### config.mk
export PLATFORM = sky130hd
export DESIGN_NAME = lcp_interval_traversal_top
export DESIGN_NICKNAME = d
export VERILOG_FILES = /design/src/design/lcp_it_pkg.sv /design/src/design/lcp_it_ram.sv /design/src/design/lcp_interval_traversal_top.sv
export VERILOG_INCLUDE_DIRS = /design/src /design/src/design
export SDC_FILE = /design/constraint.sdc
export NUM_CORES = 2
export LEC_CHECK = 0
export BUFFER_PORTS_ARGS = -buffer_cell sky130_fd_sc_hd__buf_2
export CAP_MARGIN = 20
export CORE_AREA = 2 2 399 401
export DETAILED_ROUTE_END_ITERATION = 16
export DIE_AREA = 0 0 401 403
export PLACE_DENSITY = 0.7
export SETUP_SLACK_MARGIN = 0.4
export SLEW_MARGIN = 20
export SYNTH_ARGS = -nofsm -noshare
export SYNTH_HDL_FRONTEND = slang
export SYNTH_SLANG_ARGS = --single-unit
### constraint.sdc
create_clock -name clk -period 4.9 [get_ports clk]
set_input_delay 0.735 -clock clk [delete_from_list [all_inputs] [get_ports clk]]
set_output_delay 0.735 -clock clk [all_outputs]
set_load 0.01 [all_outputs]
### src/design/lcp_interval_traversal_top_defines.svh
// ----------------------------------------------------------------------------
// lcp_interval_traversal_top_defines.svh
// Assertion macros used by the interval traversal top module.
// ----------------------------------------------------------------------------
`ifndef LCP_INTERVAL_TRAVERSAL_TOP_DEFINES_SVH
`define LCP_INTERVAL_TRAVERSAL_TOP_DEFINES_SVH

`ifndef SYNTHESIS
// Check that prop holds at every clock edge out of reset.
`define LCP_ASSERT(label, clk, rst_n, prop, msg) \
    label: assert property (@(posedge clk) disable iff (!rst_n) (prop)) else $error(msg);
// Check that cons holds in the cycle after ante.
`define LCP_ASSERT_NEXT(label, clk, rst_n, ante, cons, msg) \
    label: assert property (@(posedge clk) disable iff (!rst_n) (ante) |=> (cons)) \
        else $error(msg);
`else
`define LCP_ASSERT(label, clk, rst_n, prop, msg)
`define LCP_ASSERT_NEXT(label, clk, rst_n, ante, cons, msg)
`endif

`endif

### src/design/lcp_it_pkg.sv
// ----------------------------------------------------------------------------
// lcp_it_pkg
// Types and constants of the lcp-interval traversal block.
// ----------------------------------------------------------------------------
`default_nettype none

package lcp_it_pkg;

    localparam int LCP_W    = 21;
    localparam int SFX_W    = 20;
    localparam int STAGE_W  = 21;
    localparam int LEN_W    = 21;
    localparam int BOUND_W  = 22;
    localparam int RIGHT_W  = 21;
    localparam int HEIGHT_W = 22;
    localparam int KIND_W   = 3;
    localparam int CFG_W    = 21;
    localparam int IN_DATA_W  = 48;
    localparam int OUT_DATA_W = 72;

    // Event kinds
    localparam logic [KIND_W-1:0] KIND_BEGIN  = 3'd0;
    localparam logic [KIND_W-1:0] KIND_POP    = 3'd1;
    localparam logic [KIND_W-1:0] KIND_BRANCH = 3'd2;
    localparam logic [KIND_W-1:0] KIND_LEAF   = 3'd3;
    localparam logic [KIND_W-1:0] KIND_END    = 3'd4;

    // Configuration register indexes
    localparam logic CFG_FIRST_STAGE  = 1'b0;
    localparam logic CFG_TOTAL_LENGTH = 1'b1;

    typedef struct packed {
        logic signed [BOUND_W-1:0]  left;
        logic signed [HEIGHT_W-1:0] height;
    } stack_entry_t;

    localparam logic signed [BOUND_W-1:0]  MINUS_ONE_B = '1;
    localparam logic signed [HEIGHT_W-1:0] MINUS_ONE_H = '1;

endpackage

`default_nettype wire

### src/design/lcp_it_ram.sv
// ----------------------------------------------------------------------------
// lcp_it_ram
// Simple dual-port RAM: one write port, one read port with registered data.
// ----------------------------------------------------------------------------
`default_nettype none

module lcp_it_ram #(
    parameter int WIDTH = 44,
    parameter int DEPTH = 32,
    localparam int AW   = $clog2(DEPTH)
) (
    input  wire logic             clk,
    input  wire logic             we,
    input  wire logic [AW-1:0]    waddr,
    input  wire logic [WIDTH-1:0] wdata,
    input  wire logic [AW-1:0]    raddr,
    output logic      [WIDTH-1:0] rdata
);

    logic [WIDTH-1:0] mem [DEPTH];

    always_ff @(posedge clk)
    begin
        if (we)
        begin
            mem[waddr] <= wdata;
        end
        rdata <= mem[raddr];
    end

endmodule

`default_nettype wire

### src/design/lcp_interval_traversal_top.sv
// ----------------------------------------------------------------------------
// lcp_interval_traversal_top
// Bottom-up walk of the lcp-interval tree of a suffix array.
// ----------------------------------------------------------------------------
// Usage:
//   Input beats carry one suffix-array stage each: the lcp value and the
//   suffix start in s_tdata, s_tlast marking the closing beat of a traversal.
//   Each input beat yields a run of event beats on the master side: begin
//   (first beat of a traversal), one pop per stacked interval deeper than the
//   lcp value, an optional branch push, then a leaf push or, on the closing
//   beat, an end event. m_tlast marks the last event of each input beat.
//   Items are taken one at a time: the next input beat is accepted only once
//   the current item has issued its leaf or end event. Each pop reads the new
//   stack top from the stack RAM, whose read data is registered.
//   The first event of an item is set in the output register by the BEGIN
//   state, else by CMP, or by TAIL when the item emits only its leaf or end.
//   The output register decouples the sides: the next input beat is accepted
//   while the last event of the previous one still waits. A stalled receiver
//   holds the walk at the next event to be emitted.
//   Reset empties the stack down to its sentinel, clears the open-traversal
//   flag and sets first_stage and total_length to 1. Write configuration only
//   while no item is in flight.
// ----------------------------------------------------------------------------
`default_nettype none

`include "lcp_interval_traversal_top_defines.svh"

module lcp_interval_traversal_top #(
    parameter int STACK_DEPTH = 32
) (
    input  wire logic        clk,
    input  wire logic        rst_n,
    // configuration write port
    input  wire logic        cfg_we,
    input  wire logic        cfg_index,
    input  wire logic [20:0] cfg_data,
    // input stream
    input  wire logic        s_tvalid,
    output logic             s_tready,
    input  wire logic [47:0] s_tdata,   // [20:0] lcp_value, [40:21] suffix_start
    input  wire logic        s_tlast,   // is_final
    // event stream
    output logic             m_tvalid,
    input  wire logic        m_tready,
    output logic [71:0]      m_tdata,   // [21:0] left_bound, [42:22] right_bound,
                                        // [64:43] height, [65] overflow
    output logic [2:0]       m_tuser,   // kind
    output logic             m_tlast    // last
);

    localparam int SPW = $clog2(STACK_DEPTH + 1);
    localparam int AW  = $clog2(STACK_DEPTH);

    localparam int BW = lcp_it_pkg::BOUND_W;
    localparam int HW = lcp_it_pkg::HEIGHT_W;
    localparam int SW = lcp_it_pkg::STAGE_W;

    // Sequencer states
    localparam logic [2:0] ST_IDLE  = 3'd0;   // wait for an input beat
    localparam logic [2:0] ST_BEGIN = 3'd1;   // emit the begin event
    localparam logic [2:0] ST_CMP   = 3'd2;   // pop, or branch push
    localparam logic [2:0] ST_LOAD  = 3'd3;   // refill the top cache from RAM
    localparam logic [2:0] ST_TAIL  = 3'd4;   // leaf push or end event

    // ------------------------------------------------------------------
    // Registers
    // ------------------------------------------------------------------
    logic [2:0]            state_reg, state_next;
    logic [SPW-1:0]        sp_reg, sp_next;
    logic signed [BW-1:0]  top_left_reg, top_left_next;
    logic signed [HW-1:0]  top_height_reg, top_height_next;
    logic                  begun_reg, begun_next;
    logic [SW-1:0]         stage_reg, stage_next;
    logic [20:0]           first_stage_reg;
    logic [lcp_it_pkg::LEN_W-1:0] total_length_reg;

    // current item
    logic signed [HW-1:0]  lcp_reg, lcp_next;
    logic [lcp_it_pkg::SFX_W-1:0] sfx_reg, sfx_next;
    logic                  fin_reg, fin_next;
    logic [SW-1:0]         k_reg, k_next;
    logic signed [BW-1:0]  lca_left_reg, lca_left_next;

    // output register
    logic                  out_valid_reg, out_valid_next;
    logic [2:0]            out_kind_reg, out_kind_next;
    logic signed [BW-1:0]  out_left_reg, out_left_next;
    logic [lcp_it_pkg::RIGHT_W-1:0] out_right_reg, out_right_next;
    logic signed [HW-1:0]  out_height_reg, out_height_next;
    logic                  out_ovf_reg, out_ovf_next;
    logic                  out_last_reg, out_last_next;

    // stack RAM ports
    logic                     ram_we;
    logic [AW-1:0]            ram_waddr;
    lcp_it_pkg::stack_entry_t ram_wdata;
    logic [AW-1:0]            ram_raddr;
    lcp_it_pkg::stack_entry_t ram_rdata;

    // ------------------------------------------------------------------
    // Stack storage. Entry i (1..STACK_DEPTH) lives at address i-1; the
    // current top is also cached in registers, so a push never needs a
    // read and a pop only needs the entry below it.
    // ------------------------------------------------------------------
    lcp_it_ram #(
        .WIDTH ($bits(lcp_it_pkg::stack_entry_t)),
        .DEPTH (STACK_DEPTH)
    ) u_stack_ram (
        .clk   (clk),
        .we    (ram_we),
        .waddr (ram_waddr),
        .wdata (ram_wdata),
        .raddr (ram_raddr),
        .rdata (ram_rdata)
    );

    // ------------------------------------------------------------------
    // Sequencer
    // ------------------------------------------------------------------
    logic                 adv;
    logic                 stack_full;
    logic                 do_pop;
    logic                 do_branch;
    logic [SW-1:0]        k_in;
    logic [SW-1:0]        k_minus_one;
    logic signed [HW-1:0] leaf_height;

    assign adv         = !out_valid_reg || m_tready;
    assign stack_full  = (sp_reg == SPW'(STACK_DEPTH));
    assign do_pop      = (sp_reg != '0) && (top_height_reg > lcp_reg);
    assign do_branch   = (top_height_reg < lcp_reg);
    assign k_in        = begun_reg ? stage_reg : first_stage_reg;
    assign k_minus_one = k_reg - SW'(1);
    assign leaf_height = $signed({1'b0, total_length_reg})
                       - $signed({2'b00, sfx_reg});

    always_comb
    begin
        state_next      = state_reg;
        sp_next         = sp_reg;
        top_left_next   = top_left_reg;
        top_height_next = top_height_reg;
        begun_next      = begun_reg;
        stage_next      = stage_reg;
        lcp_next        = lcp_reg;
        sfx_next        = sfx_reg;
        fin_next        = fin_reg;
        k_next          = k_reg;
        lca_left_next   = lca_left_reg;

        out_valid_next  = out_valid_reg && !m_tready;
        out_kind_next   = out_kind_reg;
        out_left_next   = out_left_reg;
        out_right_next  = out_right_reg;
        out_height_next = out_height_reg;
        out_ovf_next    = out_ovf_reg;
        out_last_next   = out_last_reg;

        ram_we          = 1'b0;
        ram_waddr       = sp_reg[AW-1:0];
        ram_wdata       = '{left: top_left_reg, height: top_height_reg};
        // entry below the top, at address sp-2
        ram_raddr       = AW'(sp_reg - SPW'(2));

        case (state_reg)
            ST_IDLE:
            begin
                if (s_tvalid)
                begin
                    lcp_next      = s_tlast ? lcp_it_pkg::MINUS_ONE_H
                                            : $signed({1'b0, s_tdata[20:0]});
                    sfx_next      = s_tdata[40:21];
                    fin_next      = s_tlast;
                    k_next        = k_in;
                    lca_left_next = $signed({1'b0, k_in}) - $signed(BW'(1));
                    state_next    = begun_reg ? ST_CMP : ST_BEGIN;
                end
            end

            ST_BEGIN:
            begin
                if (adv)
                begin
                    out_valid_next  = 1'b1;
                    out_kind_next   = lcp_it_pkg::KIND_BEGIN;
                    out_left_next   = lcp_it_pkg::MINUS_ONE_B;
                    out_right_next  = '0;
                    out_height_next = lcp_it_pkg::MINUS_ONE_H;
                    out_ovf_next    = 1'b0;
                    out_last_next   = 1'b0;
                    begun_next      = 1'b1;
                    state_next      = ST_CMP;
                end
            end

            ST_CMP:
            begin
                if (adv)
                begin
                    if (do_pop)
                    begin
                        out_valid_next  = 1'b1;
                        out_kind_next   = lcp_it_pkg::KIND_POP;
                        out_left_next   = top_left_reg;
                        out_right_next  = k_minus_one;
                        out_height_next = top_height_reg;
                        out_ovf_next    = 1'b0;
                        out_last_next   = 1'b0;
                        lca_left_next   = top_left_reg;
                        sp_next         = sp_reg - SPW'(1);
                        state_next      = ST_LOAD;
                    end
                    else if (do_branch)
                    begin
                        out_valid_next  = 1'b1;
                        out_kind_next   = lcp_it_pkg::KIND_BRANCH;
                        out_left_next   = lca_left_reg;
                        out_right_next  = '0;
                        out_height_next = lcp_reg;
                        out_ovf_next    = stack_full;
                        out_last_next   = 1'b0;
                        if (!stack_full)
                        begin
                            ram_we          = 1'b1;
                            ram_wdata       = '{left: lca_left_reg, height: lcp_reg};
                            top_left_next   = lca_left_reg;
                            top_height_next = lcp_reg;
                            sp_next         = sp_reg + SPW'(1);
                        end
                        state_next = ST_TAIL;
                    end
                    else
                    begin
                        state_next = ST_TAIL;
                    end
                end
            end

            ST_LOAD:
            begin
                if (sp_reg == '0)
                begin
                    top_left_next   = lcp_it_pkg::MINUS_ONE_B;
                    top_height_next = lcp_it_pkg::MINUS_ONE_H;
                end
                else
                begin
                    top_left_next   = ram_rdata.left;
                    top_height_next = ram_rdata.height;
                end
                state_next = ST_CMP;
            end

            ST_TAIL:
            begin
                if (adv)
                begin
                    out_valid_next = 1'b1;
                    out_right_next = '0;
                    out_last_next  = 1'b1;
                    if (fin_reg)
                    begin
                        out_kind_next   = lcp_it_pkg::KIND_END;
                        out_left_next   = '0;
                        out_height_next = '0;
                        out_ovf_next    = 1'b0;
                        sp_next         = '0;
                        top_left_next   = lcp_it_pkg::MINUS_ONE_B;
                        top_height_next = lcp_it_pkg::MINUS_ONE_H;
                        begun_next      = 1'b0;
                        stage_next      = first_stage_reg;
                    end
                    else
                    begin
                        out_kind_next   = lcp_it_pkg::KIND_LEAF;
                        out_left_next   = $signed({1'b0, k_reg});
                        out_height_next = leaf_height;
                        out_ovf_next    = stack_full;
                        if (!stack_full)
                        begin
                            ram_we          = 1'b1;
                            ram_wdata       = '{left: $signed({1'b0, k_reg}),
                                                height: leaf_height};
                            top_left_next   = $signed({1'b0, k_reg});
                            top_height_next = leaf_height;
                            sp_next         = sp_reg + SPW'(1);
                        end
                        stage_next = k_reg + SW'(1);
                    end
                    state_next = ST_IDLE;
                end
            end

            default:
            begin
                state_next = ST_IDLE;
            end
        endcase
    end

    // control state
    always_ff @(posedge clk or negedge rst_n)
    begin
        if (!rst_n)
        begin
            state_reg        <= ST_IDLE;
            sp_reg           <= '0;
            top_left_reg     <= lcp_it_pkg::MINUS_ONE_B;
            top_height_reg   <= lcp_it_pkg::MINUS_ONE_H;
            begun_reg        <= 1'b0;
            stage_reg        <= SW'(1);
            first_stage_reg  <= 21'd1;
            total_length_reg <= 21'd1;
            out_valid_reg    <= 1'b0;
        end
        else
        begin
            state_reg      <= state_next;
            sp_reg         <= sp_next;
            top_left_reg   <= top_left_next;
            top_height_reg <= top_height_next;
            begun_reg      <= begun_next;
            stage_reg      <= stage_next;
            out_valid_reg  <= out_valid_next;
            if (cfg_we)
            begin
                case (cfg_index)
                    lcp_it_pkg::CFG_FIRST_STAGE:  first_stage_reg  <= cfg_data;
                    lcp_it_pkg::CFG_TOTAL_LENGTH: total_length_reg <= cfg_data;
                    default:                      ;
                endcase
            end
        end
    end

    // payload
    always_ff @(posedge clk)
    begin
        lcp_reg        <= lcp_next;
        sfx_reg        <= sfx_next;
        fin_reg        <= fin_next;
        k_reg          <= k_next;
        lca_left_reg   <= lca_left_next;
        out_kind_reg   <= out_kind_next;
        out_left_reg   <= out_left_next;
        out_right_reg  <= out_right_next;
        out_height_reg <= out_height_next;
        out_ovf_reg    <= out_ovf_next;
        out_last_reg   <= out_last_next;
    end

    // ------------------------------------------------------------------
    // Ports
    // ------------------------------------------------------------------
    assign s_tready = (state_reg == ST_IDLE);
    assign m_tvalid = out_valid_reg;
    assign m_tdata  = {6'b000000, out_ovf_reg, out_height_reg, out_right_reg, out_left_reg};
    assign m_tuser  = out_kind_reg;
    assign m_tlast  = out_last_reg;

    // ------------------------------------------------------------------
    // Assertions
    // ------------------------------------------------------------------
    `LCP_ASSERT(a_sp_bound, clk, rst_n, sp_reg <= SPW'(STACK_DEPTH), "stack pointer past depth")
    `LCP_ASSERT(a_sentinel, clk, rst_n,
        (sp_reg != '0) || (state_reg == ST_LOAD) || (top_height_reg == lcp_it_pkg::MINUS_ONE_H),
        "top cache lost the sentinel")
    `LCP_ASSERT_NEXT(a_pop_step, clk, rst_n, (state_reg == ST_CMP) && adv && do_pop,
        (sp_reg == $past(sp_reg) - SPW'(1)) && (state_reg == ST_LOAD),
        "pop did not step the stack down")
    `LCP_ASSERT_NEXT(a_end_clears, clk, rst_n, (state_reg == ST_TAIL) && adv && fin_reg,
        (sp_reg == '0) && !begun_reg && m_tlast && (m_tuser == lcp_it_pkg::KIND_END),
        "end event left traversal state behind")

endmodule

`default_nettype wire
==> results.json <==
{
  "rsz0062_at_grt": "false",
  "p_sw_share_pct": 33.5,
  "vias_per_cell": 5.92,
  "crit_fanout": 27,
  "grt_overflow": 0,
  "synth-edff-count": 1563,
  "drc_errors": 0,
  "yosys_register_bits": 1725,
  "combPwrFrac_pct": 35.4,
  "min_path_type": "in2async",
  "report.power.total_mw": 54.4,
  "critical_path_class": "reg2reg",
  "num_rows": 146,
  "path_clk_slew_ns": 0.06,
  "finalCritPeriodShare_pct": 83.7,
  "drt_iter0_drc": 4359,
  "crit_path_start": "top_height_reg[2]$_DFFE_PN1P_",
  "crit_path_start_kind": "flip-flop",
  "synth_area_leader_cell": "edfxtp_1",
  "grt_pass1_vias": 36500,
  "use_met1_pct": 29.3,
  "hold_violations": 0,
  "core-area_um2": 157000,
  "switchingPower_mw": 18.2,
  "io_buffers": 140,
  "p_leak_nw": 26.1,
  "reg2reg_from": "top_height_reg[2]$_DFFE_PN1P_",
  "worst-endpoint-arrival_ns": 4.53,
  "async_flop_share_pct": 6.84,
  "htreeDepth": 4,
  "power.density_nw_per_um2": 680,
  "cts_inserted_buffers": 162,
  "wire_per_inst_um": 27.1,
  "drv_slew": 0,
  "synth_area_um2": 70400,
  "dr.pass1.iters": 6,
  "critical_path_required_ns": 5.32,
  "clkPwrFrac_pct": 23.4,
  "die_w_um": 401,
  "relSlewSlack_pct": 26.7,
  "cap_violations": 0,
  "antenna_left": 0,
  "grt_pass1_wl_mm": 246,
  "ys.flop_type": "edfxtp_1",
  "gr-usage-met2_pct": 32.4,
  "finalClockSkew_ns": 0.0305,
  "cts.sinks": 1725,
  "die_area_um2": 162000,
  "yosysWarnings": 0,
  "synthTopCellsByArea": "edfxtp_1 (67%), mux4_2 (14%), dfrtp_1 (2.5%)",
  "seq_area_frac_synth_pct": 72.2,
  "fillers": 12300,
  "min_period_ns": 4.10,
  "busiest_layer": "met2",
  "worst_r2r_path_depth": 11,
  "ios": 154,
  "routed_wirelength_mm": 167,
  "synthDistinctLibCells": 84,
  "postLayoutCoreUtil_pct": 50.7,
  "gp_congestion": 0.878,
  "largest_register_ffs": 1408,
  "r2r-end": "u_stack_ram.mem[20][40]$_DFFE_PP_",
  "cts-root-buf": "clkbuf_16",
  "cts_buffer_depth": 3,
  "avgSynthCellArea_um2": 18.8,
  "initial_core_util_pct": 44.7,
  "outcome": "finished clean",
  "clk_latency_ns": 0.81,
  "antenna_found_initial": 7,
  "p_seq_share_pct": 41.3,
  "reg.largest.list": "u_stack_ram.mem (1408), u_stack_ram.rdata (44)",
  "cts_tree": "built",
  "ir_worst_vdd_mv": 0.522,
  "crit_path_end_kind": "flip-flop",
  "drive_above_1_share_pct": 30.6,
  "dr_total_vias": 36600,
  "largest_register": "u_stack_ram.mem",
  "syn_inst": 3749,
  "grt_max_degree": 132,
  "grt.total_usage_pct": 20.6,
  "syn2layout_area_growth_pct": 13.6,
  "postCtsHoldBufs": 0,
  "synth_top_area_share_pct": 66.7,
  "p_int_mw": 36.1,
  "die_h_um": 403,
  "use_met3_pct": 4.41,
  "place_hpwl_mm": 97.7,
  "rrSetupSlack_ns": 0.80,
  "setup_viol": 0,
  "clock.fmax_mhz": 244,
  "max_slew.worst_pin.slew_ns": 1.10,
  "fin_nets": 4104
}
[worst max-delay path, cell delays in order, from the launching register on]
cell      delay (ns)
dfstp_2         0.56
ha_1            0.25
and4_1          0.24
o21a_1          0.12
o311a_1         0.34
a211o_4         0.32
o21ai_1         0.21
o2111a_2        0.32
or2_2           0.28
nand2_2         0.33
nor2_4          0.21
buf_4           0.52
[Yosys cell counts (20+ instances only)]
| library cell | number |
|---|---|
| a21oi_1 | 104 |
| a22o_1 | 26 |
| a22oi_1 | 37 |
| a41oi_2 | 30 |
| buf_1 | 29 |
| buf_2 | 25 |
| clkbuf_1 | 161 |
| dfrtp_1 | 71 |
| dfstp_2 | 47 |
| dfxtp_1 | 44 |
| edfxtp_1 | 1563 |
| ha_1 | 52 |
| inv_1 | 66 |
| mux2_2 | 100 |
| mux2i_1 | 20 |
| mux4_2 | 440 |
| nand2_1 | 233 |
| nand3_1 | 47 |
| nor2_1 | 186 |
| nor3_1 | 22 |
| o21ai_0 | 131 |
| or2_2 | 25 |
| xnor2_1 | 42 |
| xor2_1 | 28 |
[through the flow]
step                      area (um^2)  TNS (ns)  worst slack [ns]  instances  hold WS [ns]
after floorplan                 70400   -118.80           -0.0924       3754         0.439
after global placement          74400         0             0.568       5876         0.456
after detailed placement        74400         0             0.533       5877         0.470
after CTS                       79800         0             0.495       6180        0.0536
after global routing            79900         0             0.451       6188        0.0826
final                           79900         0             0.796       6188        0.0783
[routing by layer]
metal / vias up / part of all wire, %
met2: 1755 / 47
met5: - / 0
met4: 0 / 2.3
met3: 242 / 8.9
li1: 15500 / -
met1: 19100 / 41
[how the worst max path moves through the flow]
stage and to:
3_3_place_gp u_stack_ram.mem[16][4]$_DFFE_PP_, 3_5_place_dp u_stack_ram.mem[16][4]$_DFFE_PP_, 4_1_cts u_stack_ram.mem[16][3]$_DFFE_PP_, 2_1_floorplan u_stack_ram.mem[28][0]$_DFFE_PP_, 5_1_grt u_stack_ram.mem[14][12]$_DFFE_PP_, 6_report u_stack_ram.mem[20][40]$_DFFE_PP_
[area by class of cell]
class	count	area (um^2)	area share, %
clock buffer	208	4380	5.48
inverter	68	255	0.319
antenna	2	5.00	0.00626
clock inverter	95	996	1.25
multi-input combinational	1726	18700	23.4
sequential	1725	50800	63.6
timing repair buffer	292	2110	2.65
tap	2072	2590	3.24
[cell usage in the layout, fill, tap and decap left out, types with 14 or more instances in the layout]
| cell | synthesis | final |
|---|---|---|
| or2_2 | 25 | 25 |
| a41oi_2 | 30 | 30 |
| mux2_2 | 100 | 100 |
| buf_12 | 0 | 21 |
| nor2_1 | 186 | 147 |
| or3_1 | 16 | 16 |
| dfstp_2 | 47 | 47 |
| clkbuf_16 | 0 | 166 |
| mux4_2 | 440 | 440 |
| nor2_4 | 1 | 38 |
| xor2_1 | 28 | 27 |
| edfxtp_1 | 1563 | 1563 |
| bufinv_16 | 0 | 17 |
| and3_1 | 14 | 14 |
| nand2_1 | 233 | 228 |
| clkinv_2 | 0 | 32 |
| a22oi_1 | 37 | 37 |
| buf_4 | 12 | 131 |
| o21ai_0 | 131 | 125 |
| ha_1 | 52 | 51 |
| a21oi_1 | 104 | 103 |
| dfrtp_1 | 71 | 69 |
| clkbuf_1 | 161 | 35 |
| nand3_1 | 47 | 47 |
| a22o_1 | 26 | 26 |
| nor3_1 | 22 | 22 |
| clkinv_1 | 2 | 27 |
| xnor2_1 | 42 | 41 |
| dfxtp_1 | 44 | 44 |
| mux2i_1 | 20 | 20 |
| buf_2 | 25 | 139 |
| inv_1 | 66 | 66 |
[logic make-up (layout without fill, tap and decap cells)]
| family | Yosys count | count (layout) | share of synthesized area (%) |
|---|---|---|---|
| adders and majority gates | 53 | 53 | 0.953 |
| buffers and inverters | 303 | 663 | 1.80 |
| DFF | 1725 | 1725 | 72.2 |
| muxes | 564 | 564 | 16.0 |
| and+or+nand+nor | 601 | 601 | 3.85 |
| AOI/OAI and AO/OA | 432 | 432 | 4.24 |
| other | 1 | 8 | 0.00533 |
| xor gates and xnor gates | 70 | 70 | 0.871 |
[power by group through the flow]
stage	Sequential [mW]	Clock (mW)	Combinational, mW
after floorplan	22.3	0	12.7
after global placement	22.7	0	18.7
after detailed placement	22.7	0	19.1
after CTS	22.4	12.9	19.2
after global routing	22.6	13.4	20.7
final	22.4	12.7	19.2
[repair_timing]
action,CTS,global route
buffers inserted,0,5
setup endpoints to repair,0,105
resized for setup,0,4
(Power assumes the default switching activity.)
